--- src/bclru_pkg.sv ---
`default_nettype none
package bclru_pkg;

    localparam int DEF_ENTRIES  = 32;
    localparam int DEF_TAG_BITS = 32;
    localparam int BN_W     = 32;
    localparam int SLOT_W   = 5;
    localparam int CNT_W    = 6;
    localparam int CMD_W    = 2;
    localparam int STATUS_W = 2;
    localparam logic [CNT_W-1:0] THRESH_RESET = 6'd16;

    typedef enum logic [CMD_W-1:0] {
        CMD_ACQUIRE = 2'd0,
        CMD_RELEASE = 2'd1,
        CMD_PIN     = 2'd2,
        CMD_UNPIN   = 2'd3
    } cmd_t;

    typedef enum logic [STATUS_W-1:0] {
        ST_OK      = 2'd0,
        ST_BUSY    = 2'd1,
        ST_FULL    = 2'd2,
        ST_NOSLOT  = 2'd3
    } status_t;

    // Operation broadcast from the controller to every cell.
    typedef enum logic [3:0] {
        OP_NONE  = 4'd0,
        OP_HIT   = 4'd1,   // acquire hit on cell sel
        OP_SWEEP = 4'd2,   // drop the cell at this rank if free; older cells close the gap
        OP_INSTALL = 4'd3, // install at sel, age every other valid cell
        OP_REL   = 4'd4,
        OP_PIN   = 4'd5,
        OP_UNPIN = 4'd6
    } op_t;

    // Controller to cell bus.
    typedef struct packed {
        op_t               op;
        logic [7:0]        sel;       // addressed cell
        logic [7:0]        rank;      // rank for hit, sweep step
        logic              stop;      // sweep: count already below threshold
    } cell_ctl_t;

endpackage
`default_nettype wire

--- src/bclru_cell.sv ---
`default_nettype none
module bclru_cell #(
    parameter int TAG_BITS = 32,
    parameter int IDX      = 0,
    parameter int RANK_W   = 5
) (
    input  wire logic                  aclk,
    input  wire logic                  aresetn,
    input  wire bclru_pkg::cell_ctl_t  ctl,
    input  wire logic [TAG_BITS-1:0]   tag_in,
    input  wire logic                  drop_any,     // some cell drops this cycle
    // Chain: whether any lower-numbered cell is free, handed onward.
    input  wire logic                  free_in,      // some lower cell is free
    output logic                       free_out,
    output logic                       is_alloc,     // first free cell
    output logic                       match,
    output logic                       valid,
    output logic                       acquired,
    output logic                       drop_now,
    output logic [RANK_W-1:0]          rank
);
    import bclru_pkg::*;

    logic                valid_reg, acq_reg, pin_reg;
    logic [TAG_BITS-1:0] tag_reg;
    logic [RANK_W-1:0]   rank_reg;

    assign valid    = valid_reg;
    assign acquired = acq_reg;
    assign rank     = rank_reg;
    assign match    = valid_reg && (tag_reg == tag_in);
    assign is_alloc = !valid_reg && !free_in;
    assign free_out = free_in || !valid_reg;
    assign drop_now = (ctl.op == OP_SWEEP) && !ctl.stop && valid_reg &&
                      (32'(rank_reg) == 32'(ctl.rank)) && !acq_reg && !pin_reg;

    // Control marks.
    always_ff @(posedge aclk) begin
        if (!aresetn) begin
            valid_reg <= 1'b0;
            acq_reg   <= 1'b0;
            pin_reg   <= 1'b0;
        end else begin
            unique case (ctl.op)
                OP_HIT: begin
                    if (ctl.sel == 8'(IDX)) acq_reg <= 1'b1;
                end
                OP_SWEEP: begin
                    if (drop_now) valid_reg <= 1'b0;
                end
                OP_INSTALL: begin
                    if (ctl.sel == 8'(IDX)) begin
                        valid_reg <= 1'b1;
                        acq_reg   <= 1'b1;
                        pin_reg   <= 1'b0;
                    end
                end
                OP_REL:   if (ctl.sel == 8'(IDX)) acq_reg <= 1'b0;
                OP_PIN:   if (ctl.sel == 8'(IDX)) pin_reg <= 1'b1;
                OP_UNPIN: if (ctl.sel == 8'(IDX)) pin_reg <= 1'b0;
                default: ;
            endcase
        end
    end

    // Tag and rank payload.
    always_ff @(posedge aclk) begin
        unique case (ctl.op)
            OP_HIT: begin
                if (ctl.sel == 8'(IDX)) rank_reg <= '0;
                else if (valid_reg && 32'(rank_reg) < 32'(ctl.rank))
                    rank_reg <= rank_reg + 1'b1;
            end
            OP_SWEEP: begin
                // The sweep runs from old to recent, so cells older than the
                // dropped rank have been visited already and simply move up.
                if (drop_any && valid_reg && 32'(rank_reg) > 32'(ctl.rank))
                    rank_reg <= rank_reg - 1'b1;
            end
            OP_INSTALL: begin
                if (ctl.sel == 8'(IDX)) begin
                    rank_reg <= '0;
                    tag_reg  <= tag_in;
                end else if (valid_reg) begin
                    rank_reg <= rank_reg + 1'b1;
                end
            end
            default: ;
        endcase
    end
endmodule
`default_nettype wire

--- src/block_cache_lru_policy.sv ---
// Block cache tag and LRU policy store with acquire/release and pinning.
// Input channel s_axis_*: tdata = cmd[1:0], block_number[33:2],
// slot_index[38:34]. Result channel m_axis_*: tdata = status[1:0], hit[2],
// slot[7:3], need_fill[8], evicted_count[14:9], cached_count[20:15].
// Configuration channel cfg_*: writes evict_threshold, only while idle.
// One item at a time. Release, pin, unpin and acquire hits present their
// result from the execute state that follows acceptance. An acquire miss
// goes on to the install state, after a sweep when the count has reached the
// threshold; the sweep visits one rank per cycle from least recent, starting
// at the valid count.
// Each entry is a cell holding its tag, marks and rank; the controller
// broadcasts one operation per cycle, and when the sweep drops an entry the
// older cells close the rank gap in the same cycle.
// The result sits in an output register; a new item is accepted once the
// previous result has been taken or is being taken. A stalled receiver holds
// the result and the block. Reset clears all entries and sets the threshold
// to 16.
`default_nettype none
module block_cache_lru_policy #(
    parameter int ENTRIES  = bclru_pkg::DEF_ENTRIES,
    parameter int TAG_BITS = bclru_pkg::DEF_TAG_BITS
) (
    input  wire logic        aclk,
    input  wire logic        aresetn,
    input  wire logic        s_axis_tvalid,
    output logic             s_axis_tready,
    input  wire logic [39:0] s_axis_tdata,   // cmd, block_number, slot_index
    output logic             m_axis_tvalid,
    input  wire logic        m_axis_tready,
    output logic [23:0]      m_axis_tdata,   // status, hit, slot, need_fill,
                                             // evicted_count, cached_count
    input  wire logic        cfg_valid,
    output logic             cfg_ready,
    input  wire logic [5:0]  cfg_data        // evict_threshold
);
    import bclru_pkg::*;

    localparam int RANK_W = (ENTRIES > 1) ? $clog2(ENTRIES) : 1;
    localparam int IW     = $clog2(ENTRIES);
    localparam int NW     = $clog2(ENTRIES + 1);

    typedef enum logic [3:0] {
        S_IDLE  = 4'b0001,
        S_EXEC  = 4'b0010,
        S_SWEEP = 4'b0100,
        S_INST  = 4'b1000
    } state_t;

    state_t state_reg, state_next;
    logic [CMD_W-1:0]    cmd_reg;
    logic [TAG_BITS-1:0] tag_reg;
    logic [SLOT_W-1:0]   si_reg;
    logic [CNT_W-1:0]    thresh_reg;
    logic [NW-1:0]       count_reg, count_next;
    logic [NW-1:0]       sweep_reg, sweep_next;   // rank + 1 being visited
    logic [NW-1:0]       evict_reg, evict_next;
    logic                mvalid_reg;
    logic [23:0]         mdata_reg, mdata_next;
    logic                load;

    cell_ctl_t           ctl;
    logic [ENTRIES-1:0]  match, valid, acqd, drop_now, is_alloc;
    logic                drop_any;
    logic [ENTRIES:0]    free_c;
    logic [RANK_W-1:0]   ranks [ENTRIES];

    // Cell row.
    assign free_c[0] = 1'b0;
    assign drop_any  = |drop_now;
    for (genvar g = 0; g < ENTRIES; g++) begin : g_cell
        bclru_cell #(.TAG_BITS(TAG_BITS), .IDX(g), .RANK_W(RANK_W)) u_cell (
            .aclk, .aresetn, .ctl, .tag_in(tag_reg), .drop_any(drop_any),
            .free_in(free_c[g]), .free_out(free_c[g+1]), .is_alloc(is_alloc[g]),
            .match(match[g]), .valid(valid[g]), .acquired(acqd[g]),
            .drop_now(drop_now[g]), .rank(ranks[g])
        );
    end

    // Lookup results.
    logic              hit_any;
    logic [IW-1:0]     hit_idx, alloc_idx;
    logic              alloc_any;
    always_comb begin
        hit_any = 1'b0; hit_idx = '0;
        for (int i = ENTRIES - 1; i >= 0; i--)
            if (match[i]) begin hit_any = 1'b1; hit_idx = IW'(i); end
        alloc_any = |is_alloc;
        alloc_idx = '0;
        for (int i = 0; i < ENTRIES; i++)
            if (is_alloc[i]) alloc_idx = IW'(i);
    end

    logic          si_ok;
    logic [IW-1:0] si_idx;
    assign si_idx = IW'(si_reg);
    assign si_ok  = (32'(si_reg) < ENTRIES) && valid[si_idx];

    function automatic logic [23:0] pack_res(
        input logic [1:0] st, input logic h, input logic [SLOT_W-1:0] sl,
        input logic f, input logic [CNT_W-1:0] ev, input logic [CNT_W-1:0] cc);
        pack_res = {3'b000, cc, ev, f, sl, h, st};
    endfunction

    assign load          = s_axis_tvalid && s_axis_tready;
    assign s_axis_tready = (state_reg == S_IDLE) && (!mvalid_reg || m_axis_tready);
    assign cfg_ready     = (state_reg == S_IDLE);
    assign m_axis_tvalid = mvalid_reg;
    assign m_axis_tdata  = mdata_reg;

    // Controller.
    always_comb begin
        state_next = state_reg;
        count_next = count_reg;
        sweep_next = sweep_reg;
        evict_next = evict_reg;
        mdata_next = mdata_reg;
        ctl.op     = OP_NONE;
        ctl.sel    = '0;
        ctl.rank   = '0;
        ctl.stop   = 1'b0;
        unique case (state_reg)
            S_IDLE: if (load) state_next = S_EXEC;
            S_EXEC: begin
                state_next = S_IDLE;
                evict_next = '0;
                if (cmd_reg == CMD_ACQUIRE) begin
                    if (hit_any) begin
                        mdata_next = pack_res(acqd[hit_idx] ? ST_BUSY : ST_OK, 1'b1,
                                              SLOT_W'(hit_idx), 1'b0, '0,
                                              CNT_W'(count_reg));
                        if (!acqd[hit_idx]) begin
                            ctl.op   = OP_HIT;
                            ctl.sel  = 8'(hit_idx);
                            ctl.rank = 8'(ranks[hit_idx]);
                        end
                    end else if (32'(count_reg) >= 32'(thresh_reg)) begin
                        state_next = S_SWEEP;
                        sweep_next = count_reg;
                    end else begin
                        state_next = S_INST;
                    end
                end else begin
                    mdata_next = pack_res(si_ok ? ST_OK : ST_NOSLOT, 1'b0, si_reg,
                                          1'b0, '0, CNT_W'(count_reg));
                    if (si_ok) begin
                        ctl.sel = 8'(si_reg);
                        unique case (cmd_t'(cmd_reg))
                            CMD_RELEASE: ctl.op = OP_REL;
                            CMD_PIN:     ctl.op = OP_PIN;
                            default:     ctl.op = OP_UNPIN;
                        endcase
                    end
                end
            end
            S_SWEEP: begin
                // Visit rank sweep_reg-1, least recent first.
                if (sweep_reg == '0) begin
                    state_next = S_INST;
                end else begin
                    ctl.op     = OP_SWEEP;
                    ctl.rank   = 8'(sweep_reg - 1'b1);
                    ctl.stop   = 32'(count_reg) < 32'(thresh_reg);
                    sweep_next = sweep_reg - 1'b1;
                    if (drop_any) begin
                        count_next = count_reg - 1'b1;
                        evict_next = evict_reg + 1'b1;
                    end
                end
            end
            S_INST: begin
                state_next = S_IDLE;
                if (alloc_any) begin
                    ctl.op     = OP_INSTALL;
                    ctl.sel    = 8'(alloc_idx);
                    count_next = count_reg + 1'b1;
                    mdata_next = pack_res(ST_OK, 1'b0, SLOT_W'(alloc_idx), 1'b1,
                                          CNT_W'(evict_reg), CNT_W'(count_reg + 1'b1));
                end else begin
                    mdata_next = pack_res(ST_FULL, 1'b0, '0, 1'b0,
                                          CNT_W'(evict_reg), CNT_W'(count_reg));
                end
            end
            default: state_next = S_IDLE;
        endcase
    end

    always_ff @(posedge aclk) begin
        if (!aresetn) begin
            state_reg  <= S_IDLE;
            count_reg  <= '0;
            thresh_reg <= THRESH_RESET;
            mvalid_reg <= 1'b0;
        end else begin
            state_reg <= state_next;
            count_reg <= count_next;
            if (cfg_valid && cfg_ready) thresh_reg <= cfg_data;
            if ((state_reg == S_EXEC && state_next == S_IDLE) || state_reg == S_INST)
                mvalid_reg <= 1'b1;
            else if (m_axis_tready)
                mvalid_reg <= 1'b0;
        end
    end

    always_ff @(posedge aclk) begin
        sweep_reg <= sweep_next;
        evict_reg <= evict_next;
        mdata_reg <= mdata_next;
        if (load) begin
            cmd_reg <= s_axis_tdata[1:0];
            tag_reg <= TAG_BITS'(s_axis_tdata[33:2]);
            si_reg  <= s_axis_tdata[38:34];
        end
    end

    // Checks.
    a_cnt: assert property (@(posedge aclk) disable iff (!aresetn)
        32'(count_reg) == 32'($countones(valid))) else $error("count mismatch");
    a_hold: assert property (@(posedge aclk) disable iff (!aresetn)
        m_axis_tvalid && !m_axis_tready |=> $stable(m_axis_tdata))
        else $error("result changed while stalled");
    a_noacc: assert property (@(posedge aclk) disable iff (!aresetn)
        state_reg != S_IDLE |-> !s_axis_tready) else $error("accept while busy");
endmodule
`default_nettype wire

--- config.mk ---
export PLATFORM = sky130hd
export DESIGN_NAME = block_cache_lru_policy
export DESIGN_NICKNAME = d
export VERILOG_FILES = /design/src/bclru_pkg.sv /design/src/bclru_cell.sv /design/src/block_cache_lru_policy.sv
export SDC_FILE = /design/constraint.sdc
export NUM_CORES = 2
export LEC_CHECK = 0
export ABC_AREA = 0
export ABC_CLOCK_PERIOD_IN_PS = 23100
export BUFFER_PORTS_ARGS = -buffer_cell sky130_fd_sc_hd__buf_2
export CAP_MARGIN = 10
export CELL_PAD_IN_SITES_DETAIL_PLACEMENT = 0
export CELL_PAD_IN_SITES_GLOBAL_PLACEMENT = 1
export CORE_MARGIN = 2
export CORE_UTILIZATION = 58
export CTS_BUF_LIST = sky130_fd_sc_hd__clkbuf_8
export DETAILED_ROUTE_END_ITERATION = 10
export PLACE_DENSITY_LB_ADDON = 0.1
export SLEW_MARGIN = 20
export SYNTH_ARGS = -nofsm -noshare
export SYNTH_HDL_FRONTEND = slang
export SYNTH_SLANG_ARGS = --single-unit
--- constraint.sdc ---
create_clock -name aclk -period 23.1 [get_ports aclk]
set_input_delay 1.155 -clock aclk [delete_from_list [all_inputs] [get_ports aclk]]
set_output_delay 1.155 -clock aclk [all_outputs]
set_load 0.05 [all_outputs]
==> impl_metrics.yaml <==
run_status:
  run_status: "finished, final reports clean"
floorplanning:
  std_cell_rows: 129
  die_x_um: 357.3
  io_pins: 78
  die_area_um2: 127600
  core_um2: 123800
  start_util_pct: 58.46
  die_h_um: 357.3
global_route:
  grt_pass1_vias: 49520
  grt_util_all_layers_pct: 33.79
  antenna_found_initial: 9
  grt_max_degree: 89
  grt_overflow: 0
  grt_pass1_wl_um: 319400
power_and_ir_drop:
  pwr-share-comb_pct: 6.7
  sw_frac_of_total_pct: 25.13
  irDropWorstVdd_uv: 89.21
  p_leak_uw: 0.02715
  p_per_area_nw_per_um2: 64.56
  pwr-share-seq_pct: 53.5
  cell_internal_pwr_uw: 3813
  power_uw: 5093
  clock_power_share_pct: 39.8
  switchingPower_uw: 1280
placement:
  hpwl_um: 136900
  post-place-cells: 7643
  port_buffers: 73
  place_congestion: 0.9463
synthesis:
  synth_top_family_by_area: "simple AND/OR/NAND/NOR gates"
  synth-compound-area-share_pct: 8.540
  synth_edf_count: 1256
  syn_area_um2: 72380
  synth_xor_area_share_pct: 12.59
  async_flop_share_pct: 0
  synth-seq-cells: 1369
  synth_top_flop_cell: "edfxtp_1"
  synth_top_area_cell: "edfxtp_1"
  ys_warn_count: 0
  yosysTopAreaCellShare_pct: 52.11
  syn_inst: 6139
  synthMuxAreaShare_pct: 1.184
  syn_area_per_cell_um2: 11.79
  synth_fa_ha_area_share_pct: 4.080
  netlist-cell-type-count: 108
  synth.yosys.seq_area_share_pct: 55.24
  yosys.area_share.simple_pct: 15.20
  netlist_top_cells_area: "edfxtp_1, xor2_1, ha_1"
finish:
  layout.cells.non_filler: 8064
  syn2layout_area_growth_pct: 9.000
  largest_reg_flops: 1024
  drive_gt1_share_pct: 10.48
  finalNetCount: 6519
sta:
  drv_slew: 0
  tns_ps: 0
  setup_viol: 0
  fin_crit_sh_pct: 50.56
  rsz0062_at_grt: "no"
  worst_pin_slew_ps: 1118
  slew_headroom_pct: 25.27
  finalHoldViolCount: 0
  holdWs_ps: 346.1
  finClkSkew_ps: 79.37
  finalCriticalPeriod_ps: 11680
  clock.fmax_mhz: 85.61
detailed_routing:
  dr.pass1.iters: 6
  routed_wl_um: 216600
  vias_per_cell: 6.480
  final_antenna_net_count: 0
  wl_per_cell_um: 26.86
  drc_errors: 0
  first_iter_violations: 6107
  vias: 52250
clock_tree:
  post_cts_buffers: 0
  cts-root-buf: "clkbuf_8"
  cts.sink_count: 1369
  h-tree-depth: 4
  clk_latency_ps: 990
  holdBufCountCts: 0
  cts_max_path_buffers: 3
  cts_tree: "yes"
  ctsResizeCount: 0
  cts_buffers: 223
  clk_pin_slew_ps: 60
hold_path:
  hold_path_end: "tag_reg[23]$_DFFE_PP_"
  hp-class: "primary input to flip-flop"
  hold_depth: 1
  hp-start: "s_axis_tdata[25]"
setup_path:
  reg2reg_to: "g_cell[31].u_cell.rank[3]$_DFFE_PP_"
  cp_max_fo: 54
  slowest_stage: "edfxtp_1"
  r2r_slack_ps: 11420
  crit_type: "flip-flop to flip-flop"
  crit_path_end_kind: "flip-flop"
  arrival_ps: 12240
  reg2reg_depth: 29
  rr_startpoint: "tag_reg[23]$_DFFE_PP_"
  worst_path_most_repeated_cell: "buf_4"
  cp-start-kind: "flip-flop"
  cpPeakStageDelay_ps: 850
  cp.required_ps: 23660
run:
  maxCapViolCount: 0
-- routing by layer --
layer | wire length, um | GRT usage (%) | up-vias | part of all wire (%)
met5 | 23 | 0 | - | 0.011
met1 | 89560 | 46.50 | 25720 | 41
met2 | 96610 | 51.79 | 2510 | 45
met4 | 11790 | 17.13 | 4 | 5.4
met3 | 18610 | 5.954 | 542 | 8.6
li1 | - | - | 23480 | -
-- Yosys cell counts, types with 16 or more instances --
cell type	n
or3_1	29
and4_1	23
nor2_1	318
nand2_1	343
nor4_1	347
nor4b_1	37
o211a_1	16
o21a_1	43
nor3_1	124
buf_2	108
o21ai_0	166
xor2_1	785
o221a_2	48
nor2b_1	45
and3_1	40
a41oi_1	18
inv_1	118
a21oi_1	254
or4_1	40
edfxtp_1	1256
and2_1	34
xnor2_1	255
buf_1	17
mux2i_1	62
buf_4	39
clkbuf_1	173
o211ai_1	35
nand3_1	299
nand2b_1	51
ha_1	236
a22oi_1	22
a31oi_1	99
nand4_1	189
buf_6	25
nand4b_1	51
a211oi_1	37
dfxtp_1	113
-- critical path, delay by kind of cell, from the launching register on --
kind	cells	cell delay, ps
DFF	1	850
buffers and inverters	6	3430
adders and majority gates	1	220
muxes	1	270
xor gates and xnor gates	1	160
AOI/OAI and AO/OA	8	3280
and+or+nand+nor	12	2880
-- worst max-delay path by stage --
stage | from | endpoint | cells past startpoint
2_1_floorplan | tag_reg[28]$_DFFE_PP_ | g_cell[13].u_cell.rank[0]$_DFFE_PP_ | 32
3_5_place_dp | tag_reg[23]$_DFFE_PP_ | g_cell[31].u_cell.rank[1]$_DFFE_PP_ | 29
5_1_grt | tag_reg[23]$_DFFE_PP_ | count_reg[2]$_SDFFE_PN0P_ | 31
6_report | tag_reg[23]$_DFFE_PP_ | g_cell[31].u_cell.rank[3]$_DFFE_PP_ | 29
4_1_cts | tag_reg[23]$_DFFE_PP_ | g_cell[31].u_cell.rank[3]$_DFFE_PP_ | 29
3_3_place_gp | tag_reg[23]$_DFFE_PP_ | g_cell[31].u_cell.rank[1]$_DFFE_PP_ | 29
-- logic make-up (layout without fill, tap and decap cells) --
kind of cell	after synthesis	count (layout)
other	1	10
muxes	74	74
xor gates and xnor gates	1040	1040
adders and majority gates	236	236
AOI/OAI and AO/OA	909	909
DFF	1369	1369
buffers and inverters	485	764
and+or+nand+nor	2025	2025
-- metrics by stage --
step                      utilization [%]  setup WS (ps)  instance area (um^2)
after floorplan                         -          14040                 72380
after detailed placement            60.25          11640                 74590
final                               63.72          11420                 78890
after global routing                63.71          10960                 78880
after global placement              60.25          11730                 74590
after CTS                           63.69          11570                 78850
-- layout by cell type (no fill, tap or decap), drive strengths merged, types with 210 or more instances in the layout --
| master | count |
|---|---|
| edfxtp | 1256 |
| xor2 | 785 |
| nor4 | 348 |
| nand2 | 344 |
| nor2 | 321 |
| nand3 | 300 |
| a21oi | 258 |
| xnor2 | 255 |
| clkbuf | 239 |
| ha | 236 |
| buf | 229 |
| inv | 210 |
-- area by class of cell --
type | instances | area (um^2)
Fill cell | 9630 | 44910
Sequential cell | 1369 | 39980
Multi-Input combinational cell | 4287 | 30400
Clock buffer | 239 | 3289
Tap cell | 1637 | 2048
Timing Repair Buffer | 229 | 1724
Clock inverter | 174 | 977.2
Inverter | 122 | 457.9
Antenna cell | 7 | 17.52
-- power groups by stage --
stage / logic [uW] / clock network, uW / registers [uW]
floorplan: 205 / 0 / 2790
global placement: 331 / 0 / 2780
detailed placement: 336 / 0 / 2780
CTS: 338 / 2060 / 2730
global route: 362 / 2160 / 2730
finish: 340 / 2030 / 2730
Power figures use the tool's default switching activity.
